### src/rtl/mie_pkg.sv
// Package for the modular inverse block: sequencer states, the status
// bundle between core and top level, and the fixed field width.
// No dependencies.
`default_nettype none
package mie_pkg;

  localparam int FIELD_W = 32;

  typedef enum logic [2:0] {
    ST_IDLE,
    ST_DIV,
    ST_UPD,
    ST_FIX
  } state_t;

  typedef struct packed {
    logic in_ready;
    logic res_valid;
  } status_t;

endpackage
`default_nettype wire

### src/rtl/mie_step_unit.sv
// Shared arithmetic unit: one restoring division step together with one
// shift-add step of the quotient times coefficient product.
// No dependencies.
`default_nettype none
module mie_step_unit #(
  parameter int W = 32,
  parameter int C = 34
) (
  input  logic [W-1:0] rem,
  input  logic         dvd_bit,
  input  logic [W-1:0] divisor,
  input  logic [C-1:0] prod,
  input  logic [C-1:0] coef,
  output logic [W-1:0] rem_next,
  output logic [C-1:0] prod_next
);

  logic [W:0] shifted;
  logic [W:0] diff;
  logic       ge;

  assign shifted   = {rem, dvd_bit};
  assign ge        = shifted >= {1'b0, divisor};
  assign diff      = shifted - {1'b0, divisor};
  assign rem_next  = ge ? diff[W-1:0] : shifted[W-1:0];
  assign prod_next = {prod[C-2:0], 1'b0} + (ge ? coef : {C{1'b0}});

endmodule
`default_nettype wire

### src/rtl/mie_core.sv
// Sequencer and datapath registers of the extended Euclidean algorithm.
// Depends on mie_pkg and mie_step_unit.
`default_nettype none
module mie_core #(
  parameter int W = 32
) (
  input  logic             clk,
  input  logic             rst,
  input  logic             in_valid,
  input  logic [W-1:0]     value,
  input  logic [W-1:0]     modulus,
  input  logic             out_ready,
  output mie_pkg::status_t status,
  output logic [W-1:0]     inverse,
  output logic [W-1:0]     gcd_value
);

  localparam int C  = W + 2;
  localparam int CW = $clog2(W);

  mie_pkg::state_t state, state_next;

  logic [W-1:0]  r0, r1, m, rem, dvd;
  logic [C-1:0]  s0, s1, prod;
  logic [CW-1:0] cnt;
  logic          mod_zero;

  logic [W-1:0]  rem_step;
  logic [C-1:0]  prod_step;
  logic          in_take;

  logic          neg;
  logic [C-1:0]  mag;
  logic [W:0]    red;
  logic [W-1:0]  rmod;

  mie_step_unit #(.W(W), .C(C)) u_step (
    .rem       (rem),
    .dvd_bit   (dvd[W-1]),
    .divisor   (r1),
    .prod      (prod),
    .coef      (s1),
    .rem_next  (rem_step),
    .prod_next (prod_step)
  );

  assign in_take = status.in_ready && in_valid;

  always_comb begin
    state_next = state;
    case (state)
      mie_pkg::ST_IDLE: begin
        if (in_valid) begin
          state_next = (modulus == '0) ? mie_pkg::ST_FIX : mie_pkg::ST_DIV;
        end
      end
      mie_pkg::ST_DIV: begin
        if (cnt == CW'(W - 1)) begin
          state_next = mie_pkg::ST_UPD;
        end
      end
      mie_pkg::ST_UPD: begin
        state_next = (rem == '0) ? mie_pkg::ST_FIX : mie_pkg::ST_DIV;
      end
      mie_pkg::ST_FIX: begin
        if (out_ready) begin
          state_next = mie_pkg::ST_IDLE;
        end
      end
      default: begin
        state_next = mie_pkg::ST_IDLE;
      end
    endcase
  end

  always_comb begin
    status.in_ready  = 1'b0;
    status.res_valid = 1'b0;
    case (state)
      mie_pkg::ST_IDLE: status.in_ready  = 1'b1;
      mie_pkg::ST_FIX:  status.res_valid = 1'b1;
      default: begin
        status.in_ready  = 1'b0;
        status.res_valid = 1'b0;
      end
    endcase
  end

  always_ff @(posedge clk) begin
    if (rst) begin
      state <= mie_pkg::ST_IDLE;
    end else begin
      state <= state_next;
    end
  end

  always_ff @(posedge clk) begin
    case (state)
      mie_pkg::ST_IDLE: begin
        if (in_valid) begin
          r0       <= value;
          r1       <= modulus;
          m        <= modulus;
          mod_zero <= modulus == '0;
          s0       <= C'(1);
          s1       <= '0;
          rem      <= '0;
          dvd      <= value;
          prod     <= '0;
          cnt      <= '0;
        end
      end
      mie_pkg::ST_DIV: begin
        rem  <= rem_step;
        prod <= prod_step;
        dvd  <= {dvd[W-2:0], 1'b0};
        cnt  <= cnt + CW'(1);
      end
      mie_pkg::ST_UPD: begin
        r0   <= r1;
        r1   <= rem;
        s0   <= s1;
        s1   <= s0 - prod;
        dvd  <= r1;
        rem  <= '0;
        prod <= '0;
        cnt  <= '0;
      end
      default: begin
      end
    endcase
  end

  // The final coefficient stays below twice the modulus in magnitude, so
  // one conditional subtract reduces it.
  assign neg  = s0[C-1];
  assign mag  = neg ? (C'(0) - s0) : s0;
  assign red  = (mag[W:0] >= {1'b0, m}) ? (mag[W:0] - {1'b0, m}) : mag[W:0];
  assign rmod = red[W-1:0];

  always_comb begin
    if (mod_zero) begin
      inverse = '0;
    end else if (neg) begin
      inverse = (rmod == '0) ? '0 : (m - rmod);
    end else begin
      inverse = rmod;
    end
  end

  assign gcd_value = r0;

  assert property (@(posedge clk) disable iff (rst) in_take |=> !status.in_ready)
    else $error("core stayed ready after taking an item");

  assert property (@(posedge clk) disable iff (rst)
    (state == mie_pkg::ST_DIV) |-> (rem < r1))
    else $error("partial remainder reached the divisor");

  assert property (@(posedge clk) disable iff (rst)
    (state == mie_pkg::ST_DIV) |-> (r1 != '0))
    else $error("division started with a zero divisor");

  assert property (@(posedge clk) disable iff (rst)
    (state == mie_pkg::ST_FIX && !mod_zero) |-> (r0 != '0))
    else $error("gcd is zero for a nonzero modulus");

endmodule
`default_nettype wire

### src/rtl/modular_inverse_ext_euclid.sv
// Each Euclid step is a restoring division in the shared step unit plus one coefficient
// update; after the last step the FIX state normalizes the coefficient and loads the
// output register once the output side can take it. One item is in work at a time;
// tready returns the cycle after the result is loaded. Reset clears the sequencer and
// the output valid flag.
`default_nettype none
module modular_inverse_ext_euclid #(
  parameter int OPERAND_WIDTH = 32
) (
  input  logic        clk,
  input  logic        rst,
  input  logic        s_tvalid,
  output logic        s_tready,
  input  logic [63:0] s_tdata,   // value [31:0], modulus [63:32]
  output logic        m_tvalid,
  input  logic        m_tready,
  output logic [63:0] m_tdata    // inverse [31:0], gcd_value [63:32]
);

  localparam int W = OPERAND_WIDTH;
  localparam int F = mie_pkg::FIELD_W;

  mie_pkg::status_t status;

  logic [W-1:0] value_w, modulus_w, inverse_w, gcd_w;
  logic [F-1:0] inverse_f, gcd_f;
  logic         out_ready;

  generate
    if (W < F) begin : g_narrow
      assign value_w   = s_tdata[W-1:0];
      assign modulus_w = s_tdata[F+W-1:F];
      assign inverse_f = {{(F-W){1'b0}}, inverse_w};
      assign gcd_f     = {{(F-W){1'b0}}, gcd_w};
    end else if (W == F) begin : g_equal
      assign value_w   = s_tdata[F-1:0];
      assign modulus_w = s_tdata[2*F-1:F];
      assign inverse_f = inverse_w;
      assign gcd_f     = gcd_w;
    end else begin : g_wide
      assign value_w   = {{(W-F){1'b0}}, s_tdata[F-1:0]};
      assign modulus_w = {{(W-F){1'b0}}, s_tdata[2*F-1:F]};
      assign inverse_f = inverse_w[F-1:0];
      assign gcd_f     = gcd_w[F-1:0];
    end
  endgenerate

  assign out_ready = !m_tvalid || m_tready;
  assign s_tready  = status.in_ready;

  mie_core #(.W(W)) u_core (
    .clk       (clk),
    .rst       (rst),
    .in_valid  (s_tvalid),
    .value     (value_w),
    .modulus   (modulus_w),
    .out_ready (out_ready),
    .status    (status),
    .inverse   (inverse_w),
    .gcd_value (gcd_w)
  );

  always_ff @(posedge clk) begin
    if (rst) begin
      m_tvalid <= 1'b0;
    end else if (out_ready) begin
      m_tvalid <= status.res_valid;
    end
  end

  always_ff @(posedge clk) begin
    if (out_ready && status.res_valid) begin
      m_tdata <= {gcd_f, inverse_f};
    end
  end

endmodule
`default_nettype wire

### config.mk
export PLATFORM = sky130hd
export DESIGN_NAME = modular_inverse_ext_euclid
export DESIGN_NICKNAME = d
export VERILOG_FILES = /design/src/rtl/mie_pkg.sv /design/src/rtl/mie_step_unit.sv /design/src/rtl/mie_core.sv /design/src/rtl/modular_inverse_ext_euclid.sv
export SDC_FILE = /design/constraint.sdc
export NUM_CORES = 1
export LEC_CHECK = 0
export BUFFER_PORTS_ARGS = -buffer_cell sky130_fd_sc_hd__buf_2
export CAP_MARGIN = 20
export CORE_AREA = 10 10 267 269
export DETAILED_ROUTE_END_ITERATION = 6
export DIE_AREA = 0 0 277 279
export GPL_TIMING_DRIVEN = 0
export SLEW_MARGIN = 20
export SYNTH_ARGS = -nofsm -noshare
export SYNTH_HDL_FRONTEND = slang
export SYNTH_SLANG_ARGS = --single-unit
### constraint.sdc
create_clock -name clk -period 18.1 [get_ports clk]
set_input_delay 3.62 -clock clk [delete_from_list [all_inputs] [get_ports clk]]
set_output_delay 3.62 -clock clk [all_outputs]
set_load 0.05 [all_outputs]
=== Yosys cells after proc, flatten, opt, wreduce, memory -nomap -nowiden ===
Cells that the tools add are included.
W data, S select, Z words.

* Reductions and logical operators: 13
* Add/subtract/negate cells: 7
* Order comparisons: 2
* Eq/ne operators: 7
* Mux-type cells: 28

{| class="wikitable"
|+ Operators with widths
! cell !! count
|-
| $mux W32 || 7
|-
| $pmux W32 S3 || 2
|-
| $pmux W34 S2 || 2
|-
| $pmux W32 S2 || 2
|-
| $mux W34 || 3
|-
| $pmux W34 S3 || 1
|-
| $logic_not A32 Y1 || 3
|-
| $sub A32 B32 Y32 || 3
|-
| $ge A33 B32 Y1 || 2
|-
| $add A34 B34 Y34 || 1
|-
| $sub A34 B34 Y34 || 1
|-
| $mux W33 || 1
|-
| $sub A1 B33 Y33 const A || 1
|-
| $pmux W5 S3 || 1
|-
| $pmux W3 S4 || 1
|-
| $mux W3 || 3
|-
| $eq A3 B2 Y1 const B || 2
|-
| $reduce_and A2 Y1 || 3
|-
| $add A5 B1 Y5 const B || 1
|-
| $eq A5 B5 Y1 const B || 1
|-
| $mux W5 || 1
|-
| $mux W2 || 2
|-
| $ne A2 B2 Y1 const B || 2
|-
| $eq A3 B1 Y1 const B || 1
|-
| other kinds (9) || 10
|}

* Flip-flop bits (word level): 336
* Word-level logic and storage cells: 71

=== Logic depth before layout (Yosys ltp) ===
Gate-level depths: netlist of the first run.

* Word-level depth: 7
* Depth in mapped cells: 41

=== By module ===
From an unflattened synthesis of the first run, not the netlist that was laid out.

* Cell total of the unflattened synthesis: 2334
* Area total of the unflattened synthesis: 23263.6 sq um

{| class="wikitable"
|+ Modules (own cells, without submodules)
! module !! cells an instance !! instances !! area each (sq um)
|-
| mie_core || 1637 || 1 || 17085.1
|-
| mie_step_unit || 628 || 1 || 4201.5
|-
| modular_inverse_ext_euclid || 69 || 1 || 1976.9
|}

=== Worst setup path before layout of the first run ===
OpenSTA, ideal clock, no wires.

* Kind: input -> register
* Start: in s_tvalid
* End: reg u_core.cnt[0], enable pin
* Stages: 2
* Setup time: 0.599 ns
* Data required time: 17.501 ns
* Arrival time: 8.656 ns
* Path slack: 8.845 ns
* Cells stage by stage: inv_1 a21oi_1

* Cells in the longest elaborated chain, start to end: 2

{| class="wikitable"
|+ Ends and longest elaborated chain
! element !! line !! RTL
|-
| start: declaration || modular_inverse_ext_euclid.sv:12 || <nowiki>input logic s_tvalid,</nowiki>
|-
| $ne A2 B2 Y1 (no source line) || - ||
|-
| $reduce_and A2 Y1 (no source line) || - ||
|-
| end signal: assignment || mie_core.sv:117 || <nowiki>cnt <= cnt + CW'(1);</nowiki>
|-
| end: declaration || mie_core.sv:25 || <nowiki>logic [CW-1:0] cnt;</nowiki>
|}

Every way passes these cells.
A chain may end at the register's enable or synchronous reset.

=== Worst setup path after layout of the first run ===
* Start: reg u_core.s0[14]
* End: reg m_tdata[28] (data pin)

* Cells in the longest elaborated chain, start to end: 7
* Elaborated cells on any way between the ends: 9
* Classes of those cells: add/sub (3); order compare (1); mux (4); reduce/logical (1)

{| class="wikitable"
|+ Ends and longest elaborated chain
! element !! line !! RTL
|-
| start: declaration || mie_core.sv:24 || <nowiki>logic [C-1:0] s0, s1, prod;</nowiki>
|-
| start signal: assignment || mie_core.sv:105 || <nowiki>s0 <= C'(1);</nowiki>
|-
| start signal: assignment || mie_core.sv:122 || <nowiki>s0 <= s1;</nowiki>
|-
| $sub A1 B33 Y33 || mie_core.sv:137 || <nowiki>assign mag = neg ? (C'(0) - s0) : s0;</nowiki>
|-
| $mux W33 * || mie_core.sv:137 ||
|-
| $sub A32 B32 Y32 or $ge A33 B32 Y1 (tied branches) || mie_core.sv:138 || <nowiki>assign red = (mag[W:0] >= {1'b0, m}) ? (mag[W:0] - {1'b0, m}) : mag[W:0];</nowiki>
|-
| $mux W32 * || mie_core.sv:138 ||
|-
| $sub A32 B32 Y32 or $logic_not A32 Y1 (tied branches) || mie_core.sv:145 || <nowiki>inverse = (rmod == '0) ? '0 : (m - rmod);</nowiki>
|-
| $mux W32 || mie_core.sv:145 ||
|-
| $mux W32 * || mie_core.sv:144 || <nowiki>end else if (neg) begin</nowiki>
|-
| end signal: assignment || modular_inverse_ext_euclid.sv:73 || <nowiki>m_tdata <= {gcd_f, inverse_f};</nowiki>
|-
| end: declaration || modular_inverse_ext_euclid.sv:17 || <nowiki>output logic [63:0] m_tdata</nowiki>
|}

Every way passes the cells marked *; elsewhere a longest branch is shown, timed or not.

==> results of run 1 <==
[area by class of cell]
cell class | instances | share of cell area, %
antenna | 1 | 0.009539
buffer | 81 | 1.192
clock buffer | 49 | 4.025
clock inverter | 21 | 0.7488
inverter | 170 | 2.432
multi-input combinational | 1748 | 45.42
sequential | 335 | 38.23
tap | 864 | 4.121
timing repair buffer | 147 | 3.816
[sequential cells by signal, indices dropped and copies added, names as in the netlist]
name              count
m_tdata              64
u_core.prod          34
u_core.s0            34
u_core.s1            34
u_core.dvd           32
u_core.gcd_value     32
u_core.m             32
u_core.r1            32
u_core.rem           32
u_core.cnt            5
u_core.state          2
m_tvalid              1
u_core.mod_zero       1
[critical path, delay by kind of cell (launching register included)]
kind,cells,cell delay (ns)
compound gates,14,4.33
flops,1,0.54
simple gates,7,2.23
fa+ha+maj,2,0.71
xor+xnor,2,0.36
buf+inv,5,1.96
[per-layer routing]
layer / up-vias / GRT usage, %
li1: 8961 / -
met1: 9150 / 23.95
met2: 628 / 29.53
met3: 140 / 2.928
met4: 2 / 8.585
met5: - / 0
[layout by cell type (no fill, tap or decap), types with 8 or more instances in the layout]
master     Yosys  final
a211oi_1      32     32
a21boi_0      17     17
a21o_1        43     43
a21oi_1      186    185
a22oi_1       32     32
a31oi_1       22     22
and2_1        55     54
and3_1        17     17
buf_16         0      8
buf_2          1    134
clkbuf_1      75     83
clkbuf_16      0     41
clkinv_1       1      9
edfxtp_1     332    332
ha_1         146    146
inv_1        168    168
maj3_1        20     20
mux2_2        65     65
mux2i_1       16     16
nand2_1      156    156
nand2b_1      22     22
nand3_1       54     54
nand4_1       19     19
nor2_1       212    212
nor2b_1       50     49
nor3_1        63     63
nor3b_1       16     16
nor4_1        23     23
o21a_1        15     15
o21ai_0      111    111
o21bai_1      12     11
o31ai_1       19     19
o41ai_1        9      9
or2_2          9      9
or3_1         22     22
or4_1          8      8
xnor2_1      113    113
xor2_1        46     46
[kinds of logic (layout without fill, tap and decap cells)]
family | Yosys count | in the layout
AOI/OAI and AO/OA | 583 | 583
other | 0 | 1
buffers and inverters | 251 | 468
muxes | 82 | 82
DFF | 335 | 335
and+or+nand+nor | 754 | 754
xor gates and xnor gates | 159 | 159
adders and majority gates | 170 | 170
[Yosys cell counts (43+ instances only)]
master and count:
edfxtp_1 332, nor2_1 212, a21oi_1 186, inv_1 168, nand2_1 156, ha_1 146, xnor2_1 113, o21ai_0 111
clkbuf_1 75, mux2_2 65, nor3_1 63, and2_1 55, nand3_1 54, nor2b_1 50, xor2_1 46, a21o_1 43
[through the flow]
step	util, %	setup WS [ns]	hold slack, ns	instances
after floorplan	-	8.845	0.4003	2334
after global placement	37.50	5.717	0.4021	3331
after detailed placement	38.06	7.864	0.4057	3345
after CTS	39.97	7.811	0.4191	3415
after global routing	39.97	6.919	0.4229	3416
final	39.97	7.734	0.4157	3416
[final timing paths]
check / from / end / slack, ns / depth (start not counted)
hold reg to reg: u_core.gcd_value[24] / m_tdata[56] / 0.42 / 0
hold / removal: u_core.gcd_value[24] / m_tdata[56] / 0.42 / 0
setup reg to reg: u_core.s0[14] / m_tdata[28] / 7.73 / 30
setup / recovery: u_core.s0[14] / m_tdata[28] / 7.73 / 30
==> summary.txt, run 1 <==
Yosys
  – Sequential-to-total area share from yosys stat: 43.86%
  – Area fraction of the dominant cell type after synthesis: 43.60%
  – Netlist cell types: 84
  – FF+latch count, synth: 335
  – Synth Area per Inst: 9.797 sq um
  – Compound-Gate Fraction of Synth Area: 16.33%
  – Cells after Synth: 2,334
  – Synthesis Warnings: 0
  – Synth Area in XOR/XNOR: 6.090%
  – Synth async-reset ratio: 0%
  – Largest family of logic cells by synthesized area: simple AND/OR/NAND/NOR gates
  – Area contributors post-synth: edfxtp_1 (44%), ha_1 (8.0%), xnor2_1 (4.3%)
  – Post-Syn Area: 22,870 sq um
  – Main synth FF type: edfxtp_1
  – Mapped Nets: 2,552
  – Top cell type by total area after synthesis: edfxtp_1
  – Adder-cell share of the synthesized area: 9.215%
  – Post-synthesis mux area share: 3.951%
  – Simple-gate share of the synthesized area: 16.39%
  – EDFF count, synth: 332

Worst hold path
  – Min-delay worst type: register to register

Drt
  – Vias per cell: 5.527
  – Highest Signal Layer: met5
  – Met2 Routed Length: 33,710 um
  – Detailed-route wire length per cell: 21.66 um
  – Met3 WL: 4606 um
  – Routed vias: 18,880
  – DR iter-0 viols: 1,559
  – DRC viols: 0
  – Met1 wire length: 32,340 um
  – Routed Antenna Nets: 0
  – Drt pass-1 iters: 5
  – Final wirelength: 73,980 um

Worst setup path
  – Slowest cell on the critical path: a21oi_1
  – CP Launch Type: register
  – WP data required: 18.45 ns
  – Worst Path Arrival: 10.72 ns
  – Worst setup EP type: register
  – WS Path Type: register to register
  – Delay of the slowest critical-path stage: 0.73 ns
  – Crit-path max FO: 10

Finish
  – Fraction of layout cells with a size suffix above 1: 11.76%
  – FILL cells: 6,470
  – Register area: 10,030 sq um
  – Area grow syn2layout: 14.73%
  – Multi-input logic area: 11,920 sq um
  – Final instance area: 26,230 sq um
  – Nets: 2,741

Clock tree
  – CTS tree: yes
  – CTS Buf Count: 40
  – Post-cts sizing count: 0
  – H-tree levels: 2
  – Clk buf depth: 3
  – CTS Sinks: 335
  – CTS Hold Buffers Added: 0
  – Clock tree root buffer cell: clkbuf_16
  – Clk slew on worst S/H paths: 0.06 ns
  – Clock latency on the worst-skew pair: 0.58 ns
  – Postcts setup bufs: 0

Floorplanning
  – Die Area: 77,280 sq um
  – Row cnt: 94
  – Core region area: 65,630 sq um
  – Initial core utilization: 34.84%
  – Die Height: 279 um
  – Chip width: 277 um
  – IO Pins: 134

Timing
  – Final period util: 57.27%
  – Worst rel slew slack: 25.47%
  – Fmax: 96.47 MHz
  – Final Max Slew Viols: 0
  – Final setup viols: 0
  – Final Hold Vio Count: 0
  – Final setup TNS: 0 ns
  – Worst slew pin tran: 1.113 ns
  – Fin Clk Skew: 0.03144 ns
  – Period minus WS final: 10.37 ns
  – RSZ-0062 raised after global routing: false

Place
  – IO Port Bufs: 133
  – Post-DP HPWL: 58,510 um
  – Placed inst area: 24,980 sq um
  – GP Congestion: 0.9613

Global route
  – Initial antenna violation count: 5
  – Final global-route overflow total: 0
  – Vias in the first global route: 18,490
  – GRT Util Overall: 18.38%
  – Largest net degree at the start of global routing: 34
  – First-pass GRT wire length: 111,800 um

Status
  – Status: finished, final reports clean

Flow run
  – Max-cap check violation count: 0
Power of run 1 is left out: the tool's default activity adds up to more than one toggle a clock period on the data nets, which glitch-free logic cannot reach.
==> inputs of run 2 (changes only) <==
==> constraint.sdc (replaced) <==
create_clock -name clk -period 9.5 [get_ports clk]
set_input_delay 1.9 -clock clk [delete_from_list [all_inputs] [get_ports clk]]
set_output_delay 1.9 -clock clk [all_outputs]
set_load 0.05 [all_outputs]
==> summary.txt, run 2 (same netlist as run 1, synthesis figures left out) <==
Status
  – Status: finished, final reports clean

Finish
  – Nets: 2,740
  – Commonest non-fill, non-tap cell in the layout: edfxtp_1
  – Multi-input logic area: 11,980 sq um
  – Register area: 10,030 sq um
  – Max FFs per register: 64
  – Area grow syn2layout: 15.06%
  – Most frequent cells in the layout: edfxtp_1 (332), nor2_1 (212), a21oi_1 (183), inv_1 (168), nand2_1 (156)
  – FILL cells: 6,461
  – Reg with most FFs: m_tdata
  – Fraction of layout cells with a size suffix above 1: 12.51%

Timing
  – Final period util: 96.53%
  – Fmax: 109.1 MHz
  – Final Max Slew Viols: 0
  – Worst slew pin tran: 1.174 ns
  – Worst hold margin: 0.4165 ns
  – Final setup TNS: 0 ns
  – Fin Clk Skew: 0.03121 ns
  – RSZ-0062 raised after global routing: false
  – Final setup viols: 0
  – Final Hold Vio Count: 0
  – Period minus WS final: 9.170 ns
  – Worst rel slew slack: 21.36%

Worst setup path
  – RR Startpoint: u_core.s0[14]
  – WP data required: 9.83 ns
  – Crit-path max FO: 7
  – Worst Setup SP: u_core.s0[14]
  – Slowest cell on the critical path: mux2i_1
  – WS Path Type: register to register
  – CP Launch Type: register
  – Delay of the slowest critical-path stage: 0.79 ns
  – CP Cell Sequence: or4_1 > or3_1 > or2_2 > o31ai_1 > xnor2_1 > ha_1 > a221oi_1 > o31ai_1 > a311oi_2 > nand2_1 > o21ai_2 > nand2_2 > mux2i_1 > xnor2_1 > o2111ai_1 > nor3_1 > o2111a_1 > a31oi_1 > a31oi_1 > maj3_1 > a2111oi_0 > o21bai_1 > mux2i_1 > mux2_1
  – Buf/Inv on CP: 0
  – Worst Path Arrival: 9.50 ns
  – CP delay by family, top: compound AO/OA/AOI/OAI gates
  – Worst setup EP type: register

Clock tree
  – Clock tree root buffer cell: clkbuf_16
  – CTS Sinks: 335
  – CTS Buf Count: 40
  – Clk slew on worst S/H paths: 0.07 ns
  – H-tree levels: 2
  – Clk buf depth: 3
  – Clock latency on the worst-skew pair: 0.58 ns
  – CTS tree: yes
  – CTS Hold Buffers Added: 0

Place
  – Post-DP HPWL: 58,510 um
  – GP Congestion: 0.9613
  – IO Port Bufs: 133

Floorplanning
  – Die Height: 279 um
  – Initial core utilization: 34.84%
  – Row cnt: 94
  – Chip width: 277 um
  – Die Area: 77,280 sq um
  – Core region area: 65,630 sq um
  – IO Pins: 134

Worst hold path
  – HP Start: u_core.gcd_value[24]
  – Min-delay worst type: register to register

Drt
  – Highest Signal Layer: met5
  – Drt pass-1 iters: 5
  – Met2 Routed Length: 33,570 um
  – Final wirelength: 73,670 um
  – DRC viols: 0
  – Met1 wire length: 32,520 um
  – Routed vias: 18,840
  – Routed Antenna Nets: 0
  – Detailed-route wire length per cell: 21.57 um
  – Vias per cell: 5.517
  – Met3 WL: 4368 um
  – DR iter-0 viols: 1,543

Global route
  – Initial antenna violation count: 5
  – GRT Util Overall: 18.32%
  – Vias in the first global route: 18,450
  – Final global-route overflow total: 0
  – Largest net degree at the start of global routing: 34
  – First-pass GRT wire length: 111,500 um

Flow run
  – Max-cap check violation count: 0
==> run 2: cell types whose count changed in the layout (fill, tap and decap cells not counted), moves of 2 or more <==
cell      previous run  this run
a21oi_2              0         2
buf_4                0         3
clkbuf_2             0         3
clkbuf_1            83        75
o21ai_0            111       109
a31oi_1             22        20
a21oi_1            185       183
a31oi_2              0         2
==> run 2: worst paths after layout <==
kind | slack [ns] | to | depth (start not counted)
hold / removal | 0.42 | m_tdata[56] | 0
setup / recovery | 0.33 | m_tdata[31] | 24
setup reg to reg | 0.33 | m_tdata[31] | 24
hold reg to reg | 0.42 | m_tdata[56] | 0
==> run 2: layer usage <==
metal | vias up | track usage [%]
met5 | - | 0
li1 | 8959 | -
met2 | 584 | 29.39
met3 | 128 | 2.895
met4 | 2 | 8.557
met1 | 9169 | 23.95
==> run 2: final cells by class <==
class                   instances  share of cell area, %
multi-input cells            1748                  45.53
flip-flops and latches        335                  38.12
well taps                     864                  4.109
clock buffers                  49                  4.014
repair buffers                150                  3.890
inverters                     170                  2.425
plain buffers                  77                  1.151
clock inverters                21                 0.7467
diodes                          1               0.009512
==> run 2: per-stage QoR <==
stage	cell area, sq um	utilization, %	setup slack, ns	instances
after floorplan	22870	-	1.578	2334
after global placement	24610	37.50	-2.228	3331
after detailed placement	24980	38.06	-0.7362	3345
after CTS	26230	39.97	0.09137	3412
after global routing	26310	40.09	0.04632	3415
final	26310	40.09	0.3301	3415
==> run 2: what timing repair did <==
item	CTS	global route
setup endpoints to repair	19	29
resized for setup	5	19
pin swaps	0	1
setup buffers	0	3
Power of run 2 is left out for the same reason.
